File: config.mk
export PLATFORM = sky130hd
export DESIGN_NAME = char_lcd_write_sequencer_top
export DESIGN_NICKNAME = d
export VERILOG_FILES = /design/src/rtl/clws_pkg.sv /design/src/rtl/char_lcd_write_sequencer_top.sv /design/src/rtl/clws_bcd_conv.sv
export SDC_FILE = /design/constraint.sdc
export NUM_CORES = 1
export LEC_CHECK = 0
export BUFFER_PORTS_ARGS = -buffer_cell sky130_fd_sc_hd__buf_4
export CAP_MARGIN = 40
export CORE_ASPECT_RATIO = 0.6
export CORE_MARGIN = 3
export CORE_UTILIZATION = 52
export DETAILED_ROUTE_END_ITERATION = 10
export PLACE_DENSITY = 0.77
export SYNTH_ARGS = -nofsm -noshare
export SYNTH_HDL_FRONTEND = slang
export SYNTH_SLANG_ARGS = --single-unit
File: constraint.sdc
create_clock -name i_clk -period 3.1 [get_ports i_clk]
set_clock_uncertainty 0.05 [all_clocks]
set_input_delay 0.155 -clock i_clk [delete_from_list [all_inputs] [get_ports i_clk]]
set_output_delay 0.155 -clock i_clk [all_outputs]
set_load 0.005 [all_outputs]
File: src/rtl/clws_pkg.sv
// ============================================================================
// clws_pkg
// Types and constants shared by the character LCD write sequencer.
// ============================================================================
package clws_pkg;

    // Operation codes of a request
    localparam logic [2:0] OP_COMMAND  = 3'd0;
    localparam logic [2:0] OP_DATA     = 3'd1;
    localparam logic [2:0] OP_INIT     = 3'd2;
    localparam logic [2:0] OP_POSITION = 3'd3;
    localparam logic [2:0] OP_NUMBER   = 3'd4;
    localparam logic [2:0] OP_GLYPH    = 3'd5;

    // Register-select values
    localparam logic RS_COMMAND = 1'b0;
    localparam logic RS_DATA    = 1'b1;

    // Controller command bytes and offsets
    localparam logic [7:0] CMD_FUNCTION_SET = 8'b0011_1000;
    localparam logic [7:0] CMD_DISPLAY_ON   = 8'b0000_1100;
    localparam logic [7:0] CMD_CLEAR        = 8'h01;
    localparam logic [7:0] CMD_DDRAM_BASE   = 8'd128;
    localparam logic [7:0] LINE1_OFFSET     = 8'h40;
    localparam logic [7:0] CMD_CGRAM_BASE   = 8'd64;
    localparam logic [7:0] ASCII_ZERO       = 8'd48;

    // Step counter of the fixed-length runs (longest run is 11 writes)
    localparam int STEP_W = 4;

    typedef struct packed {
        logic [2:0]  operation;
        logic [7:0]  byte_value;
        logic        row;
        logic [5:0]  column;
        logic [31:0] number;
        logic [63:0] glyph_rows;
        logic [2:0]  glyph_slot;
    } t_request;

    typedef struct packed {
        logic       register_select;
        logic [7:0] bus_byte;
        logic       last_of_run;
    } t_result;

    // DDRAM address command for a row and column
    function automatic logic [7:0] position_command(input logic row, input logic [5:0] column);
        logic [7:0] addr;
        addr = CMD_DDRAM_BASE + {2'b00, column};
        if (row) begin
            addr = addr + LINE1_OFFSET;
        end
        return addr;
    endfunction

    // Index of the final step of a fixed-length run
    function automatic logic [STEP_W-1:0] final_step(input logic [2:0] op);
        logic [STEP_W-1:0] s;
        unique case (op)
            OP_INIT:  s = STEP_W'(2);
            OP_GLYPH: s = STEP_W'(10);
            default:  s = '0;
        endcase
        return s;
    endfunction

    // Write issued at a given step of a fixed-length run
    function automatic t_result fixed_write(input t_request req, input logic [STEP_W-1:0] step);
        t_result w;
        w.register_select = RS_COMMAND;
        w.bus_byte        = '0;
        w.last_of_run     = (step == final_step(req.operation));
        unique case (req.operation)
            OP_COMMAND: begin
                w.bus_byte = req.byte_value;
            end
            OP_DATA: begin
                w.register_select = RS_DATA;
                w.bus_byte        = req.byte_value;
            end
            OP_INIT: begin
                unique case (step)
                    STEP_W'(0): w.bus_byte = CMD_FUNCTION_SET;
                    STEP_W'(1): w.bus_byte = CMD_DISPLAY_ON;
                    default:    w.bus_byte = CMD_CLEAR;
                endcase
            end
            OP_POSITION: begin
                w.bus_byte = position_command(req.row, req.column);
            end
            OP_GLYPH: begin
                unique case (step)
                    STEP_W'(0): w.bus_byte = CMD_CGRAM_BASE + {2'b00, req.glyph_slot, 3'b000};
                    STEP_W'(1), STEP_W'(2), STEP_W'(3), STEP_W'(4),
                    STEP_W'(5), STEP_W'(6), STEP_W'(7), STEP_W'(8): begin
                        w.register_select = RS_DATA;
                        w.bus_byte = req.glyph_rows[8*(3'(step - STEP_W'(1))) +: 8];
                    end
                    STEP_W'(9): w.bus_byte = position_command(req.row, req.column);
                    default: begin
                        w.register_select = RS_DATA;
                        w.bus_byte        = {5'b00000, req.glyph_slot};
                    end
                endcase
            end
            default: begin
                w.bus_byte = '0;
            end
        endcase
        return w;
    endfunction

endpackage

File: src/rtl/char_lcd_write_sequencer_top.sv
// ============================================================================
// char_lcd_write_sequencer_top
// Expands character LCD requests into runs of controller bus writes.
// ============================================================================
//
//  channel  | signals                     | handshake
//  ---------+-----------------------------+----------------------------------
//  request  | i_request (t_request)       | taken when i_start && !o_busy
//  write    | o_result  (t_result)        | valid for one cycle at o_strobe
//
//  Fixed runs (command, data, position 1, init 3, glyph 11 writes) issue one
//  write per cycle from the S_FIXED state entered on acceptance; o_busy is high
//  through the whole run, and a new request is taken once it drops.
//  A number runs the shift-and-add-3 converter for min(NUMBER_WIDTH, 32) steps,
//  then walks every digit of the converter, dropping leading zeros.
//  Synchronous active-low reset returns to idle; unused codes are taken with
//  no writes; the receiver cannot stall, and o_busy drops with the final write.
// ============================================================================
module char_lcd_write_sequencer_top
    import clws_pkg::*;
#(
    parameter int NUMBER_WIDTH = 32
) (
    input  logic     i_clk,
    input  logic     i_rst_n,
    input  logic     i_start,
    input  t_request i_request,
    output logic     o_busy,
    output logic     o_strobe,
    output t_result  o_result
);

    localparam int NW    = (NUMBER_WIDTH < 32) ? NUMBER_WIDTH : 32;
    localparam int NDIG  = (NW * 1233) / 4096 + 1;
    localparam int DIG_W = $clog2(NDIG);

    typedef enum logic [1:0] {
        S_IDLE,
        S_FIXED,
        S_CONVERT,
        S_DIGITS
    } t_state;

    t_state            r_state;
    t_request          r_req;
    logic [STEP_W-1:0] r_step;
    logic [DIG_W-1:0]  r_digit;
    logic              r_seen;
    logic              r_strobe;
    t_result           r_result;

    logic              w_accept;
    logic              w_conv_start;
    logic              w_conv_done;
    logic [4*NDIG-1:0] w_bcd;
    logic [3:0]        w_cur_digit;
    t_result           w_fixed;

    assign w_accept     = i_start && (r_state == S_IDLE);
    assign w_conv_start = w_accept && (i_request.operation == OP_NUMBER);
    assign w_cur_digit  = w_bcd[4*r_digit +: 4];
    assign w_fixed      = fixed_write(r_req, r_step);

    clws_bcd_conv #(
        .NW   (NW),
        .NDIG (NDIG)
    ) u_conv (
        .i_clk   (i_clk),
        .i_rst_n (i_rst_n),
        .i_start (w_conv_start),
        .i_value (i_request.number[NW-1:0]),
        .o_done  (w_conv_done),
        .o_bcd   (w_bcd)
    );

    // Hold the request fields used by the fixed-length runs
    always_ff @(posedge i_clk) begin
        if (w_accept) begin
            r_req <= i_request;
        end
    end

    // Sequence the runs and register each write
    always_ff @(posedge i_clk) begin
        if (!i_rst_n) begin
            r_state  <= S_IDLE;
            r_step   <= '0;
            r_digit  <= '0;
            r_seen   <= 1'b0;
            r_strobe <= 1'b0;
            r_result <= '0;
        end else begin
            r_strobe <= 1'b0;
            unique case (r_state)
                S_IDLE: begin
                    if (i_start) begin
                        r_step <= '0;
                        unique case (i_request.operation)
                            OP_COMMAND, OP_DATA, OP_INIT, OP_POSITION, OP_GLYPH: begin
                                r_state <= S_FIXED;
                            end
                            OP_NUMBER: begin
                                r_state <= S_CONVERT;
                            end
                            default: begin
                                r_state <= S_IDLE;
                            end
                        endcase
                    end
                end
                S_FIXED: begin
                    r_strobe <= 1'b1;
                    r_result <= w_fixed;
                    r_step   <= r_step + STEP_W'(1);
                    if (w_fixed.last_of_run) begin
                        r_state <= S_IDLE;
                    end
                end
                S_CONVERT: begin
                    r_digit <= DIG_W'(NDIG - 1);
                    r_seen  <= 1'b0;
                    if (w_conv_done) begin
                        r_state <= S_DIGITS;
                    end
                end
                S_DIGITS: begin
                    // Drop leading zeros, but always emit the units digit
                    if (r_seen || (w_cur_digit != 4'd0) || (r_digit == '0)) begin
                        r_strobe                 <= 1'b1;
                        r_result.register_select <= RS_DATA;
                        r_result.bus_byte        <= ASCII_ZERO + {4'b0000, w_cur_digit};
                        r_result.last_of_run     <= (r_digit == '0);
                        r_seen                   <= 1'b1;
                    end
                    r_digit <= r_digit - DIG_W'(1);
                    if (r_digit == '0) begin
                        r_state <= S_IDLE;
                    end
                end
                default: begin
                    r_state <= S_IDLE;
                end
            endcase
        end
    end

    assign o_busy   = (r_state != S_IDLE);
    assign o_strobe = r_strobe;
    assign o_result = r_result;

endmodule

File: src/rtl/clws_bcd_conv.sv
// ============================================================================
// clws_bcd_conv
// Iterative binary to BCD converter: one shift-and-add-3 step per cycle.
// ============================================================================
module clws_bcd_conv
    import clws_pkg::*;
#(
    parameter int NW   = 32,
    parameter int NDIG = 10
) (
    input  logic              i_clk,
    input  logic              i_rst_n,
    input  logic              i_start,
    input  logic [NW-1:0]     i_value,
    output logic              o_done,
    output logic [4*NDIG-1:0] o_bcd
);

    localparam int CNT_W = $clog2(NW + 1);

    logic [NW-1:0]     r_bin;
    logic [4*NDIG-1:0] r_bcd;
    logic [CNT_W-1:0]  r_cnt;
    logic              r_done;
    logic [4*NDIG-1:0] n_adj;

    // Add 3 to every digit of 5 or more before the shift
    always_comb begin
        for (int d = 0; d < NDIG; d++) begin
            if (r_bcd[4*d +: 4] >= 4'd5) begin
                n_adj[4*d +: 4] = r_bcd[4*d +: 4] + 4'd3;
            end else begin
                n_adj[4*d +: 4] = r_bcd[4*d +: 4];
            end
        end
    end

    // Step counter and done pulse
    always_ff @(posedge i_clk) begin
        if (!i_rst_n) begin
            r_cnt  <= '0;
            r_done <= 1'b0;
        end else begin
            r_done <= 1'b0;
            if (i_start) begin
                r_cnt <= CNT_W'(NW);
            end else if (r_cnt != '0) begin
                r_cnt  <= r_cnt - CNT_W'(1);
                r_done <= (r_cnt == CNT_W'(1));
            end
        end
    end

    // Shift one binary bit into the BCD digits per step
    always_ff @(posedge i_clk) begin
        if (i_start) begin
            r_bin <= i_value;
            r_bcd <= '0;
        end else if (r_cnt != '0) begin
            r_bin <= {r_bin[NW-2:0], 1'b0};
            r_bcd <= {n_adj[4*NDIG-2:0], r_bin[NW-1]};
        end
    end

    assign o_done = r_done;
    assign o_bcd  = r_bcd;

endmodule

Word-level counts from Yosys, hierarchy flattened
Cells that the tools add are included.

$add $sub $neg: 18. $lt $le $gt $ge: 10. Eq/ne operators: 28. Shifts and indexed selects: 2. Mux-type cells: 36. Bitwise logic cells: 2. Reductions and logical operators: 26.

Operators by type and width (number): $mux 32 (2); $shiftx 64x7->8 (1); $ge 4x3->1 const B (10); $mux 4 (10); $shiftx 40x7->4 (1); $add 4x2->4 const B (9); $pmux 8 s4 (1); $pmux 4 s2 (3); $pmux 8 s3 (1); $pmux 10 s2 (1); $eq 4x3->1 const B (4); $eq 3x2->1 const B (4); $mux 6 (2); $pmux 6 s2 (1); $mux 10 (1); $reduce_bool 2->1 (5); $eq 3x3->1 const B (3); $add 7x6->8 const A (1); $add 8x6->8 const A (1); $add 8x7->8 const B (1); $eq 4x2->1 const B (2); $eq 4x4->1 const B (2); $logic_not 4->1 (2); $mux 2 (4); other kinds (33) (50).

Bits in registers: 186. Input port bits: 120. Word-level logic and storage cells: 141.

Depth between registers and ports, before layout
Gate-level depths: netlist of the first run.

Depth in word-level cells: 6. Gate-level depth with buffers: 12. Gate-level depth less buffers: 8.

By module
From an unflattened synthesis of the first run, not the netlist that was laid out.

Cells, all modules: 827. Area total of the unflattened synthesis: 9328.9 µm².

Modules (own cells, without submodules): char_lcd_write_sequencer_top (times used 1, cells each 366, area each 5043.6 µm²); clws_bcd_conv (times used 1, cells each 461, area each 4285.4 µm²).

Worst setup path before layout of the first run
No wires, ideal clock.

Path kind: flip-flop to flip-flop. Start: reg r_state[0]. End: reg r_req[0] (netlist bit) (enable). Library setup time: 453 ps. Data arrival time: 2524 ps. Required time: 2597 ps. Slack: 72 ps. Cell stages (with the launch flop): 3. Clock period less this slack: 3028 ps. Cell sequence: dfxtp_1 -> inv_1 -> and3_1.

Word-level cells in the longest chain between the ends: 2.

Ends and longest elaborated chain: start: declaration (RTL line char_lcd_write_sequencer_top.sv:44) `t_state r_state;`; start signal: assignment (RTL line char_lcd_write_sequencer_top.sv:86) `r_state <= S_IDLE;`; start signal: assignment (RTL line char_lcd_write_sequencer_top.sv:100) `r_state <= S_FIXED;`; start signal: assignment (RTL line char_lcd_write_sequencer_top.sv:103) `r_state <= S_CONVERT;`; $logic_not 2->1 (RTL line char_lcd_write_sequencer_top.sv:59) `assign w_accept = i_start && (r_state == S_IDLE);`; $logic_and 1x1->1 (RTL line char_lcd_write_sequencer_top.sv:59); net w_accept (RTL line char_lcd_write_sequencer_top.sv:52) `logic w_accept;`; end signal: assignment (RTL line char_lcd_write_sequencer_top.sv:79) `r_req <= i_request;`; end: declaration (RTL line char_lcd_write_sequencer_top.sv:45) `t_request r_req;`.

The timed path passes the listed nets, and every way through them passes these cells. A chain may end at the register's enable or synchronous reset.

Worst setup path after layout of the first run
Start: reg r_step[0]. End: reg r_result, in the netlist o_result[3].

Word-level cells in the longest chain between the ends: 5. Elaborated cells between the ends (all ways): 17. Classes of those cells: 1 x add/sub; 9 x eq/ne; 1 x shift; 4 x mux; 2 x reduce/logical.

Ends and longest elaborated chain: start: declaration (RTL line char_lcd_write_sequencer_top.sv:46) `logic [STEP_W-1:0] r_step;`; start signal: assignment (RTL line char_lcd_write_sequencer_top.sv:114) `r_step <= r_step + STEP_W'(1);`; $sub 3x1->3 (tied with other cells) (RTL line clws_pkg.sv:98) `w.bus_byte = req.glyph_rows[8*(3'(step - STEP_W'(1))) +: 8];`; $shiftx 64x7->8 / $reduce_or 8->1 (equally long branches) (RTL line clws_pkg.sv:98, clws_pkg.sv:93); $pmux 8 s3 (RTL line clws_pkg.sv:93) `unique case (step)`; $pmux 8 s4 (*) (RTL line clws_pkg.sv:74) `unique case (req.operation)`; $pmux 10 s2 (*) (RTL line char_lcd_write_sequencer_top.sv:94) `unique case (r_state)`; end signal: assignment (RTL line char_lcd_write_sequencer_top.sv:113) `r_result <= w_fixed;`; end: declaration (RTL line char_lcd_write_sequencer_top.sv:50) `t_result r_result;`.

Every way passes the cells marked *; elsewhere a longest branch is shown, timed or not.

==> results_dict.tcl, run 1 <==
set metrics [dict create \
    outcome "complete, no violations" \
    rsz0062_at_grt "false" \
    synth_compound_area_share_pct 12.1 \
    fin_crit_sh_pct 89.1 \
    first_iter_violations 676 \
    setup_viol 0 \
    async_flop_share_pct 0 \
    syn_to_final_growth_pct 33.4 \
    gp_congestion 0.901 \
    core_area_sq_mm 0.0164 \
    post-route-min-period_ns 2.76 \
    crit_type "reg -> reg" \
    synth.area.top_cells "edfxtp_1 40%, dfxtp_1 16%, nand2_1 7.7%, mux4_2 4.6%, ha_1 4.0%" \
    start_util_pct 53.9 \
    vias 7322 \
    grt_pass1_wl_mm 38.1 \
    antenna_cells 0 \
    die_y_microns 107 \
    report.final.hold_viol_count 0 \
    timing.fmax_ghz 0.362 \
    antenna_found_initial 0 \
    drive_above_1_share_pct 18.7 \
    yosysSeqAreaShare_pct 55.2 \
    synth_top_family_by_area "simple AND/OR/NAND/NOR gates" \
    routedWlPerCell_microns 18.0 \
    cts_root_buffer "clkbuf_16" \
    dieWidth_microns 175 \
    nets 1219 \
    ys_top_cells_by_count "182 x nand2_1, 117 x edfxtp_1, 69 x dfxtp_1" \
    yosysWarnings 0 \
    hold_class "in -> reg" \
    placementRows 36 \
    drt_wl_total_mm 23.7 \
    fin_area_sq_mm 0.0118 \
    synth.avg_cell_area_sq_um 10.6 \
    muxShareOfSynthArea_pct 7.40 \
    syn-cell-area_sq_mm 0.00886 \
    synth_edf_count 117 \
    synthAdderAreaFrac_pct 3.95 \
    power_density_mw_per_mm2 792 \
    power_leakage_nw 4.76 \
    cap_viol_max_count 0 \
    io_pins 132 \
    synthSimpleGateAreaFrac_pct 15.8 \
    htreeDepth 4 \
    synth_top_area_share_pct 39.6 \
    critPathRequiredTime_ns 3.35 \
    clock_sinks 186 \
    global_route.usage.total_pct 26.2 \
    drc_errors 0 \
    grt_pass1_vias 7161 \
    syn-num-nets 985 \
    peakVddDrop_mv 0.647 \
    synth-seq-cells 186 \
    port_buffers 131 \
    slew_viol_final 0 \
    setup.worst_path.start_class "flip-flop" \
    setup_slack_ns 0.339 \
    dr.pass1.iters 5 \
    cts_made_buffers 17 \
    worstPathArrival_ns 3.01 \
    worst_setup_path_end_kind "flip-flop" \
    cts_max_path_buffers 2 \
    ant_nets 0 \
    yosysUniqueCellTypes 62 \
    cts_tree "built" \
    worstMarginPinSlew_ns 0.719 \
    synth-main-ff-cell "edfxtp_1" \
    viasPerCell 5.58 \
    setup_tns_ns 0 \
    synthMostInstantiatedCell "nand2_1" \
    grt_max_degree 48 \
    pre_cts_ws_ns 0.505 \
    synth-xor-area-share_pct 1.79 \
    hpwl_mm 14.6 \
    cts_resized 0 \
    synth_top_cell_by_area "edfxtp_1" \
    gr-total-overflow 0 \
    path_clk_slew_ns 0.07 \
    dieArea_sq_mm 0.0187 \
    slew_headroom_pct 52.1 \
    insertion_delay_ns 0.44 \
    syn_inst 837 \
    crit_fanout 8 \
    holdWs_ns 0.0909 \
    place_area_sq_mm 0.0101 \
]
## where the power goes
group / internal [mW] / switching, mW
Combinational: 1.41 / 1.74
Sequential: 3.45 / 0.541
Clock: 1.17 / 1.04
## through the flow
step	utilization (%)	cells	power (mW)
2_1_floorplan	-	837	6.13
3_3_place_gp	61.2	1163	6.88
3_5_place_dp	61.2	1163	7.00
4_1_cts	71.9	1312	9.32
5_1_grt	71.9	1312	9.97
6_report	71.9	1312	9.36
## area by class of cell
type | count | area [sq um]
clock buffer | 19 | 443
clock inverter | 13 | 148
inverter | 33 | 124
tap | 228 | 285
sequential | 186 | 4890
timing repair buffer | 261 | 2280
multi-input combinational | 572 | 3650
fill | 1116 | 4620
## state kept, by name, indices dropped and copies added, names as in the netlist
name           flops
r_req             85
r_state            2
o_result          10
r_digit            4
u_conv.o_bcd      40
o_strobe           1
u_conv.r_bin      32
r_seen             1
u_conv.r_cnt       6
u_conv.o_done      1
r_step             4
## logic make-up (layout without fill, tap and decap cells)
group,count (synthesis),count (layout)
buffers and inverters,79,326
AOI/OAI and AO/OA,173,173
and+or+nand+nor,314,314
xor gates and xnor gates,16,16
adders and majority gates,28,28
muxes,41,41
DFF,186,186
## cells in the final DEF (no fill, tap or decap), types with 15 or more instances in the layout
cell type	n
dlygate4sd3_1	117
nand3_1	18
a211oi_1	15
buf_4	142
dfxtp_1	69
nor2_1	43
o21ai_0	44
edfxtp_1	117
clkbuf_16	17
mux2i_1	19
inv_1	33
nand2_1	182
mux4_2	18
ha_1	28
a21oi_1	60
## worst paths after layout
| path | start | endpoint | slack (ns) | cells past startpoint |
|---|---|---|---|---|
| worst min register to register | o_result[1] | o_result[1] | 0.44 | 2 |
| worst max-delay path | r_step[0] | o_result[3] | 0.34 | 8 |
| worst min-delay path | i_rst_n | r_digit[3] | 0.09 | 3 |
| worst max register to register | r_step[0] | o_result[3] | 0.34 | 8 |
## metal layers
layer	track usage, %	up-vias	wire length, microns	part of all wire [%]
met2	40.4	331	10700	45
met3	7.15	38	2020	8.5
met5	0	-	0	0
met1	36.6	3476	10500	45
li1	-	3477	-	-
met4	7.51	0	393	1.7
## critical path: stages, from the launching register on
cell and delay (ns):
dfxtp_1 0.47, inv_1 0.13, ha_1 0.36, a2111oi_0 0.65, o21a_1 0.39, nor3_1 0.10
a2111o_1 0.34, nand2_1 0.07, mux2i_1 0.06
## what timing repair did
| action | 4_1_cts | 5_1_grt |
|---|---|---|
| buffers inserted | 0 | 0 |
| endpoints found under the hold margin | 117 | 0 |
| hold buffers | 117 | 0 |
| endpoints found under the setup margin | 0 | 0 |
(Power assumes the default switching activity.)
==> run 2: changes to the inputs <==
- CELL_PAD_IN_SITES_DETAIL_PLACEMENT: default -> 1
- CELL_PAD_IN_SITES_GLOBAL_PLACEMENT: default -> 2
- CORE_UTILIZATION: 52 -> 34
- PLACE_DENSITY: 0.77 -> default
- PLACE_DENSITY_LB_ADDON: default -> 0.1
- SYNTH_HIERARCHICAL: default -> 1
==> results_dict.tcl, run 2 <==
set metrics [dict create \
    outcome "complete, no violations" \
    final_common_cell "buf_4" \
    regMostFlops "r_req" \
    ys_top_cells_by_count "117 x edfxtp_1, 89 x nand2_1, 69 x dfxtp_1" \
    vias 7603 \
    drc_errors 0 \
    setup.worst_path.start_class "flip-flop" \
    seqPwrFrac_pct 40.7 \
    hold_class "in -> reg" \
    hold_buffers 117 \
    synth-seq-cells 186 \
    nets 1199 \
    power_density_mw_per_mm2 831 \
    syn-cell-area_sq_mm 0.00933 \
    cp_top_family "simple AND/OR/NAND/NOR gates" \
    antenna_cells 0 \
    largest_reg_flops 85 \
    cap_viol_max_count 0 \
    async_flop_share_pct 0 \
    power_mw 10.4 \
    max_stage_delay_ns 0.66 \
    synth.area.top_cells "edfxtp_1 38%, dfxtp_1 15%, mux4_2 4.1%, ha_1 3.8%, mux2_1 3.7%" \
    dr.pass1.iters 5 \
    yosysUniqueCellTypes 67 \
    placementRows 46 \
    grt_busiest_layer "met2" \
    report.final.hold_viol_count 0 \
    first_iter_violations 491 \
    grt_pass1_vias 7986 \
    synth.avg_cell_area_sq_um 11.3 \
    ant_nets 0 \
    p_int_mw 6.29 \
    grt_max_degree 71 \
    setup_viol 0 \
    crit_buf_inv 1 \
    start_util_pct 34.9 \
    viasPerCell 5.34 \
    cts_made_buffers 17 \
    yosysWarnings 6 \
    worstMarginPinSlew_ns 0.646 \
    cp_cell_sequence "inv_1, ha_1, or3b_1, nor2_1, nand2_8" \
    crit_type "reg -> reg" \
    path_clk_slew_ns 0.08 \
    worst_setup_path_end_kind "flip-flop" \
    grt_util_met2_pct 30.3 \
    synth_top_family_by_area "compound AO/OA/AOI/OAI gates" \
    post-route-util_pct 47.0 \
    power_leakage_nw 4.79 \
    die_y_microns 134 \
    cts_tree "built" \
    synth_compound_area_share_pct 14.8 \
    yosysSeqAreaShare_pct 52.5 \
    worstPathArrival_ns 2.73 \
    post_cts_buffers 0 \
    hpwl_mm 19.8 \
    fin_crit_sh_pct 85.6 \
    core_area_sq_mm 0.0267 \
    synthMostInstantiatedCell "edfxtp_1" \
    synth-xor-area-share_pct 0.295 \
    layout_common_cells "148 x buf_4, 117 x dlygate4sd3_1, 117 x edfxtp_1, 88 x nand2_1, 68 x dfxtp_1" \
    gr-total-overflow 0 \
    antenna_found_initial 0 \
    slew_viol_final 0 \
    cts_resized 0 \
    port_buffers 131 \
    synth_top_cell_by_area "edfxtp_1" \
    critPathRequiredTime_ns 3.18 \
    synth-main-ff-cell "edfxtp_1" \
    io_pins 132 \
    synth_edf_count 117 \
    p_comb_share_pct 38.4 \
    clock_sinks 186 \
    syn_inst 827 \
    cts_root_buffer "clkbuf_16" \
    grtUsageMet1_pct 30.0 \
    peakVddDrop_mv 0.411 \
    slew_headroom_pct 56.3 \
    insertion_delay_ns 0.46 \
    synthSimpleGateAreaFrac_pct 13.2 \
    muxShareOfSynthArea_pct 11.4 \
    routedWlPerCell_microns 20.8 \
    htreeDepth 4 \
    global_route.usage.total_pct 20.4 \
    fillCellCount 2822 \
    synthAdderAreaFrac_pct 3.76 \
    post-route-min-period_ns 2.65 \
    setup_tns_ns 0 \
    synth_top_area_share_pct 37.7 \
    switching_share_pct 39.6 \
    drive_above_1_share_pct 22.6 \
    met3_usage_pct 4.60 \
    gp_congestion 0.815 \
    timing.fmax_ghz 0.377 \
    grt_pass1_wl_mm 46.2 \
    clock_power_share_pct 20.9 \
    syn-num-nets 975 \
    dieWidth_microns 220 \
    syn_to_final_growth_pct 34.4 \
    cts_max_path_buffers 2 \
    dieArea_sq_mm 0.0295 \
    crit_path_top_delay_cell "or3b_1" \
    rsz0062_at_grt "false" \
    drt_wl_total_mm 29.6 \
    switchingPower_mw 4.13 \
    crit_fanout 32 \
]
run 2: cell types whose count changed in the layout (fill, tap and decap cells not counted), moves of 12 or more:
cell / before / now
a211oi_1: 15 / 27
a21oi_1: 60 / 15
mux2_4: 0 / 20
nand2_1: 182 / 88
nor2_1: 43 / 25
xnor2_1: 14 / 0
run 2: final cells by class:
class | instances | area [sq um] | area share [%]
Clock inverter | 14 | 148 | 1.18
Tap cell | 360 | 450 | 3.59
Sequential cell | 186 | 4900 | 39.0
Multi-Input combinational cell | 546 | 4160 | 33.2
Inverter | 33 | 126 | 1.01
Timing Repair Buffer | 267 | 2330 | 18.6
Clock buffer | 18 | 429 | 3.42
run 2: per-stage QoR:
stage,cells,hold WS [ns],setup slack [ns],area [sq um]
after detailed placement,1275,0.285,0.434,10800
after global routing,1424,0.0545,0.238,12500
after global placement,1274,0.284,0.542,10800
final,1424,0.0567,0.448,12500
after floorplan,827,0.204,-0.114,9550
after CTS,1424,0.0383,0.412,12500
run 2: logic make-up after synthesis:
logic type,Yosys count
muxes,81
adders and majority gates,28
DFF,186
xor gates and xnor gates,1
AOI/OAI and AO/OA,196
buffers and inverters,95
and+or+nand+nor,240
run 2: final timing paths:
| check | start | end | slack (ns) | cells after the start |
|---|---|---|---|---|
| worst max-delay path | u_conv/r_cnt[0] | u_conv/r_bin[5] | 0.45 | 5 |
| worst min-delay path | i_rst_n | u_conv/r_cnt[5] | 0.06 | 3 |
| worst max register to register | u_conv/r_cnt[0] | u_conv/r_bin[5] | 0.45 | 5 |
| worst min register to register | o_result[8] | o_result[8] | 0.43 | 2 |
run 2: power by group through the flow:
stage / logic (mW) / clock network (mW) / registers (mW)
2_1_floorplan: 2.92 / 0 / 3.83
3_3_place_gp: 3.63 / 0 / 4.22
3_5_place_dp: 3.86 / 0 / 4.26
4_1_cts: 4.00 / 2.23 / 4.22
5_1_grt: 4.44 / 2.34 / 4.34
6_report: 4.00 / 2.18 / 4.24
run 2: worst reg2reg max path, stage by stage (launching register included):
cell	delay [ns]
dfxtp_1	0.35
inv_1	0.09
ha_1	0.25
or3b_1	0.66
nor2_1	0.61
nand2_8	0.30
run 2: layer usage:
| layer | up-vias | wire, microns |
|---|---|---|
| li1 | 3575 | - |
| met1 | 3835 | 15000 |
| met2 | 163 | 13000 |
| met3 | 30 | 1250 |
| met4 | 0 | 410 |
| met5 | - | 0 |
